## src/rtl/assert_macros.svh

```systemverilog
// Assertion macros shared by the timer RTL.
// Every macro samples on clk and is disabled while arst_n is low.
`ifndef ASSERT_MACROS_SVH
`define ASSERT_MACROS_SVH

// The property must hold at every clock edge outside reset.
`define ASSERT_ALWAYS(label, prop, msg) \
	label: assert property (@(posedge clk) disable iff (!arst_n) (prop)) else $error(msg);

// Whenever the trigger holds, the consequence holds in the cycle after.
`define ASSERT_NEXT(label, trig, cons, msg) \
	label: assert property (@(posedge clk) disable iff (!arst_n) (trig) |=> (cons)) else $error(msg);

`endif

```

## src/rtl/ptt_pkg.sv

```systemverilog
// Types and constants for the programmable tick timer.
// No dependencies.
`timescale 1ns / 1ps

package ptt_pkg;

	localparam int PRESCALE_W = 9;
	localparam int COUNT_W    = 8;

	typedef logic [PRESCALE_W-1:0] prescale_t;
	typedef logic [COUNT_W-1:0]    count_t;

	// Configuration register indexes
	typedef enum logic [1:0] {
		CFG_TIMER_ENABLE = 2'd0,
		CFG_CLOCK_SELECT = 2'd1,
		CFG_MODULO_VALUE = 2'd2
	} cfg_idx_t;

	// Prescale select codes
	typedef enum logic [1:0] {
		SEL_DIV256 = 2'd0,
		SEL_DIV4   = 2'd1,
		SEL_DIV16  = 2'd2,
		SEL_DIV64  = 2'd3
	} clk_sel_t;

	localparam prescale_t DIVIDER_LIMIT = 9'd255;
	localparam count_t    COUNT_MAX     = 8'd255;

	function automatic prescale_t select_threshold(clk_sel_t sel);
		prescale_t thr;
		case (sel)
			SEL_DIV256: thr = 9'd256;
			SEL_DIV4:   thr = 9'd4;
			SEL_DIV16:  thr = 9'd16;
			SEL_DIV64:  thr = 9'd64;
			default:    thr = 9'd256;
		endcase
		return thr;
	endfunction

endpackage

```

## src/rtl/programmable_tick_timer_with_divider.sv

```systemverilog
// Programmable tick timer with a free-running divider counter.
// Depends on ptt_pkg and assert_macros.svh.
`timescale 1ns / 1ps

// Each accepted word carries the machine cycles elapsed since the previous
// word and returns one result word: timer value, divider value and the
// timer overflow flag for that word. The block takes one word per clock
// while the result channel is not stalled; an accepted word passes the
// input register, then the counter registers. The rate is set by the
// 9-bit prescale add and threshold compare feeding the counter registers.
// Configuration is written through the cfg channel, which is always ready;
// write it only while no word is in flight. Writes to index 3 are ignored.
`include "assert_macros.svh"

module programmable_tick_timer_with_divider (
	input  logic       clk,
	input  logic       arst_n,
	// configuration channel
	input  logic       cfg_valid,
	output logic       cfg_ready,
	input  logic [1:0] cfg_index,
	input  logic [7:0] cfg_data,
	// input channel
	input  logic       in_valid,
	output logic       in_ready,
	input  logic [7:0] elapsed_cycles,
	// result channel
	output logic       out_valid,
	input  logic       out_ready,
	output logic [7:0] timer_value,
	output logic [7:0] divider_value,
	output logic       timer_irq
);

	// configuration
	logic              timer_enable_q;
	ptt_pkg::clk_sel_t clock_select_q;
	ptt_pkg::count_t   modulo_value_q;

	// input stage
	logic              valid_s1;
	logic [7:0]        cycles_s1;

	// counter state, also the result word
	ptt_pkg::prescale_t timer_prescale_q;
	ptt_pkg::count_t    timer_count_q;
	ptt_pkg::prescale_t divider_prescale_q;
	ptt_pkg::count_t    divider_count_q;
	logic               irq_q;
	logic               out_valid_q;

	logic               advance;
	ptt_pkg::prescale_t timer_sum;
	ptt_pkg::prescale_t divider_sum;
	logic               timer_step;
	logic               divider_step;

	assign cfg_ready = 1'b1;

	always_ff @(posedge clk or negedge arst_n) begin
		if (!arst_n) begin
			timer_enable_q <= 1'b0;
			clock_select_q <= ptt_pkg::SEL_DIV256;
			modulo_value_q <= '0;
		end else if (cfg_valid) begin
			case (cfg_index)
				ptt_pkg::CFG_TIMER_ENABLE: timer_enable_q <= cfg_data[0];
				ptt_pkg::CFG_CLOCK_SELECT:
					clock_select_q <= ptt_pkg::clk_sel_t'(cfg_data[1:0]);
				ptt_pkg::CFG_MODULO_VALUE: modulo_value_q <= cfg_data;
				default: ;
			endcase
		end
	end

	// move the input word into the counters when the result slot frees up
	assign advance  = valid_s1 && (!out_valid_q || out_ready);
	assign in_ready = !valid_s1 || advance;

	always_ff @(posedge clk or negedge arst_n) begin
		if (!arst_n) begin
			valid_s1 <= 1'b0;
		end else if (in_ready) begin
			valid_s1 <= in_valid;
		end
	end

	always_ff @(posedge clk) begin
		if (in_valid && in_ready) begin
			cycles_s1 <= elapsed_cycles;
		end
	end

	// accumulators stay at or below 256, so the 9-bit sum never wraps
	always_comb begin
		timer_sum    = timer_prescale_q + {1'b0, cycles_s1};
		divider_sum  = divider_prescale_q + {1'b0, cycles_s1};
		timer_step   = timer_sum > ptt_pkg::select_threshold(clock_select_q);
		divider_step = divider_sum > ptt_pkg::DIVIDER_LIMIT;
	end

	always_ff @(posedge clk or negedge arst_n) begin
		if (!arst_n) begin
			timer_prescale_q   <= '0;
			timer_count_q      <= '0;
			divider_prescale_q <= '0;
			divider_count_q    <= '0;
			irq_q              <= 1'b0;
			out_valid_q        <= 1'b0;
		end else begin
			if (advance) begin
				out_valid_q <= 1'b1;
			end else if (out_ready) begin
				out_valid_q <= 1'b0;
			end
			if (advance) begin
				irq_q <= timer_enable_q && timer_step &&
					(timer_count_q == ptt_pkg::COUNT_MAX);
				if (timer_enable_q) begin
					if (timer_step) begin
						timer_prescale_q <= '0;
						if (timer_count_q == ptt_pkg::COUNT_MAX) begin
							timer_count_q <= modulo_value_q;
						end else begin
							timer_count_q <= timer_count_q + 8'd1;
						end
					end else begin
						timer_prescale_q <= timer_sum;
					end
				end
				if (divider_step) begin
					divider_prescale_q <= '0;
					divider_count_q    <= divider_count_q + 8'd1;
				end else begin
					divider_prescale_q <= divider_sum;
				end
			end
		end
	end

	assign out_valid     = out_valid_q;
	assign timer_value   = timer_count_q;
	assign divider_value = divider_count_q;
	assign timer_irq     = irq_q;

	`ASSERT_ALWAYS(a_timer_prescale_bound, timer_prescale_q <= 9'd256, "timer prescale above 256")
	`ASSERT_ALWAYS(a_divider_prescale_bound, divider_prescale_q <= ptt_pkg::DIVIDER_LIMIT, "divider prescale above 255")
	`ASSERT_ALWAYS(a_irq_reload, !(out_valid_q && irq_q) || timer_count_q == modulo_value_q, "irq without reload value")
	`ASSERT_NEXT(a_disabled_hold, advance && !timer_enable_q, timer_count_q == $past(timer_count_q) && !irq_q, "timer moved while disabled")

endmodule
```

## config.mk

```make
export PLATFORM = sky130hd
export DESIGN_NAME = programmable_tick_timer_with_divider
export DESIGN_NICKNAME = d
export VERILOG_FILES = /design/src/rtl/ptt_pkg.sv /design/src/rtl/programmable_tick_timer_with_divider.sv
export VERILOG_INCLUDE_DIRS = /design/src /design/src/rtl
export SDC_FILE = /design/constraint.sdc
export NUM_CORES = 1
export LEC_CHECK = 0
export BUFFER_PORTS_ARGS = -buffer_cell sky130_fd_sc_hd__buf_2
export CAP_MARGIN = 20
export CORE_ASPECT_RATIO = 1.1
export CORE_MARGIN = 2
export CORE_UTILIZATION = 46
export DETAILED_ROUTE_END_ITERATION = 12
export GPL_ROUTABILITY_DRIVEN = 0
export PLACE_DENSITY = 0.71
export REMOVE_ABC_BUFFERS = 1
export SYNTH_ARGS = -nofsm -noshare
export SYNTH_HDL_FRONTEND = slang
export SYNTH_SLANG_ARGS = --single-unit
```

## constraint.sdc

```tcl
create_clock -name clk -period 4.65 [get_ports clk]
set_input_delay 1.395 -clock clk [delete_from_list [all_inputs] [get_ports clk]]
set_output_delay 1.395 -clock clk [all_outputs]
set_load 0.02 [all_outputs]
```

==> impl_metrics.ini <==
[detailed_routing]
via_per_inst = 5.56
wl_met1_um = 2710
dr.max_layer_used = met4
dr.pass1.iters = 4
via_count = 2346
route.met2.wl_um = 3140
ant_nets = 0
wl_per_cell_um = 14.8
drt_iter0_drc = 122
wl_met3_um = 249
wirelength_um = 6260
drc = 0

[clock_network]
clkTransAtPathRegs_ns = 0.11
cts_buffers = 5
post_cts_buffers = 0
clk_latency_ns = 0.31
htreeDepth = 2
cts.path.max_buffers = 2
clockRootBuffer = clkbuf_8
hold_buffers = 0
cts.sinks = 56
cts_tree = built
cts_resized = 0

[critical_path]
r2r_slack_ns = 0.91
cp_data_required_time_ns = 4.88
critPathKind = register to register
r2r_cells = 18
rr_endpoint = timer_prescale_q[8]
critPathLaunchType = register
path_max_fanout = 9
end_kind = register
timing.rr.start = cycles_s1[0]
endpoint = timer_prescale_q[8]
startpoint = cycles_s1[0]
arrival_ns = 3.97

[floorplanning]
initial_utilization_pct = 47.8
placementRows = 31
io-pin-count = 43
die_height_um = 90.8
die_x_um = 82.9
core_area_um2 = 6590
die_area_um2 = 7530

[finish]
fin_cells = 422
fillCellCount = 589
layout-drive-gt1-share_pct = 20.9
fin_nets = 386
area_growth_syn_to_layout_pct = 13.7
antenna_cells = 0

[power]
finalPower_mw = 1.99
cellPowerDensity_nw_per_um2 = 555
ir_worst_vdd_mv = 0.367
leakage_nw = 1.65

[yosys]
avgSynthCellArea_um2 = 10.7
ys_dominant_reg_cell = dfrtp_1
synth_top_area_share_pct = 38.1
synth_edf_count = 8
synth-seq-cells = 56
syn-instance-count = 295
synth_top_area_cell = dfrtp_1
yosys-top-cells-area = dfrtp_1 (38%), ha_1 (8.7%), edfxtp_1 (7.6%)
ys_types = 55
ys_warn_count = 0
seq_area_frac_synth_pct = 45.8
async_flop_share_pct = 85.7
synth_area_um2 = 3150

[global_routing]
grt_pass1_vias = 2416
antenna_found_initial = 0
grt_overflow_total = 0
grt_usage_pct = 17.4
grt_start_max_net_pins = 49
grt_pass1_wl_um = 10800

[timing]
setup_viol = 0
fmax_mhz = 268
fin_crit_sh_pct = 80.4
period_needed_ns = 3.74
worst_slew_pin_slew_ns = 0.610
finalHoldViolCount = 0
skew_ns = 0.0126
fin_setup_tns_ns = 0
rsz0062_at_grt = no
drv_slew = 0
relSlewSlack_pct = 59.3
holdWs_ns = 0.489

[status]
status = complete, no violations

[worst_hold_path]
hp-class = register to register
hold_start = divider_value[7]

[placed_design]
place_hpwl_um = 4810
io_buffers = 41
dp_cells = 414

[flow_run]
maxCapViolCount = 0
## cell usage after synthesis, types with 2 or more instances
cell      count
a21o_1        4
a21oi_1      11
a22o_1        9
a31o_2        2
a31oi_1       4
and2_1        4
and3_1        4
buf_2         2
buf_4         2
clkbuf_1      3
dfrtp_1      48
edfxtp_1      8
fa_1          2
ha_1         22
inv_1        11
mux2_2       12
mux2i_1       3
nand2_1      28
nand2b_1      5
nand3_1       7
nand3b_1      4
nand4_1       5
nor2_1       16
nor2b_1       4
nor3_1        8
nor3b_1       3
nor4_1        3
o211ai_1      3
o21a_1        3
o21ai_0      11
o31ai_1       4
o41ai_1       2
xnor2_1       9
xor2_1        8
## placed cells by master (no fill, tap or decap), types with 7 or more instances in the layout
master    count
a21oi_1      11
a22o_1        9
buf_2        41
dfrtp_1      48
edfxtp_1      8
ha_1         22
inv_1        11
mux2_2       12
nand2_1      28
nand3_1       7
nor2_1       16
nor3_1        8
o21ai_0      11
xnor2_1       9
xor2_1        8
## layer usage
| metal | vias up | global-route usage [%] |
|---|---|---|
| met1 | 1109 | 20.7 |
| li1 | 1162 | - |
| met5 | - | 0 |
| met3 | 12 | 2.74 |
| met2 | 63 | 31.5 |
| met4 | 0 | 6.28 |
## report_power, final
group,switching (mW),total [mW],internal (mW)
logic,0.495,0.887,0.392
registers,0.108,0.723,0.615
clock network,0.160,0.377,0.217
total,0.762,1.99,1.22
## worst max-delay path, stage by stage, from the launching register on
cell and delay, ns:
edfxtp_1 0.38, ha_1 0.17, inv_1 0.05, fa_1 0.39, nor2b_1 0.12, o21ai_0 0.09
a21oi_1 0.19, o21ai_0 0.12, a211o_1 0.31, xnor2_1 0.14, ha_1 0.31, nand2_1 0.06
nor3_1 0.16, o2111ai_1 0.16, a21oi_1 0.20, o22ai_1 0.11, buf_4 0.18, or4_1 0.41
o211ai_1 0.10
## cell type report
| class | instances | area [um2] | area share, % |
|---|---|---|---|
| sequential | 56 | 1440 | 40.2 |
| tap | 82 | 103 | 2.86 |
| clock buffer | 5 | 68.8 | 1.92 |
| inverter | 11 | 41.3 | 1.15 |
| timing repair buffer | 44 | 228 | 6.36 |
| clock inverter | 3 | 68.8 | 1.92 |
| multi-input combinational | 221 | 1630 | 45.5 |
## logic make-up after synthesis
family,after synthesis,share of synthesized area (%)
flip-flops,56,45.8
multiplexers,16,5.60
adder cells (fa/ha/maj),24,10.0
XOR/XNOR,18,5.24
other,1,0.119
buffers and inverters,18,2.46
AO/OA/AOI/OAI,64,14.8
AND/OR/NAND/NOR,98,16.0
## how the worst min path moves through the flow
stage	end	slack [ns]	depth (start not counted)
global placement	divider_value[7]	0.45	1
detailed placement	timer_irq	0.47	2
CTS	timer_irq	0.49	2
finish	divider_value[7]	0.49	1
global route	divider_value[6]	0.50	1
floorplan	timer_prescale_q[3]	0.45	2
## state kept, by name, summed over array words and instances (netlist names)
signal / count
cycles_s1: 8
clock_select_q: 2
timer_irq: 1
timer_value: 8
timer_enable_q: 1
modulo_value_q: 8
out_valid: 1
divider_prescale_q: 9
timer_prescale_q: 9
divider_value: 8
valid_s1: 1
## stage by stage
stage               util [%]  area (um2)  setup WS, ns
global route            54.3        3580         0.638
detailed placement      52.2        3440         0.935
global placement        52.2        3440          1.15
floorplan                  -        3110         0.891
CTS                     54.3        3580         0.914
finish                  54.3        3580         0.912
Note: power is estimated with default switching activity, not from simulation.
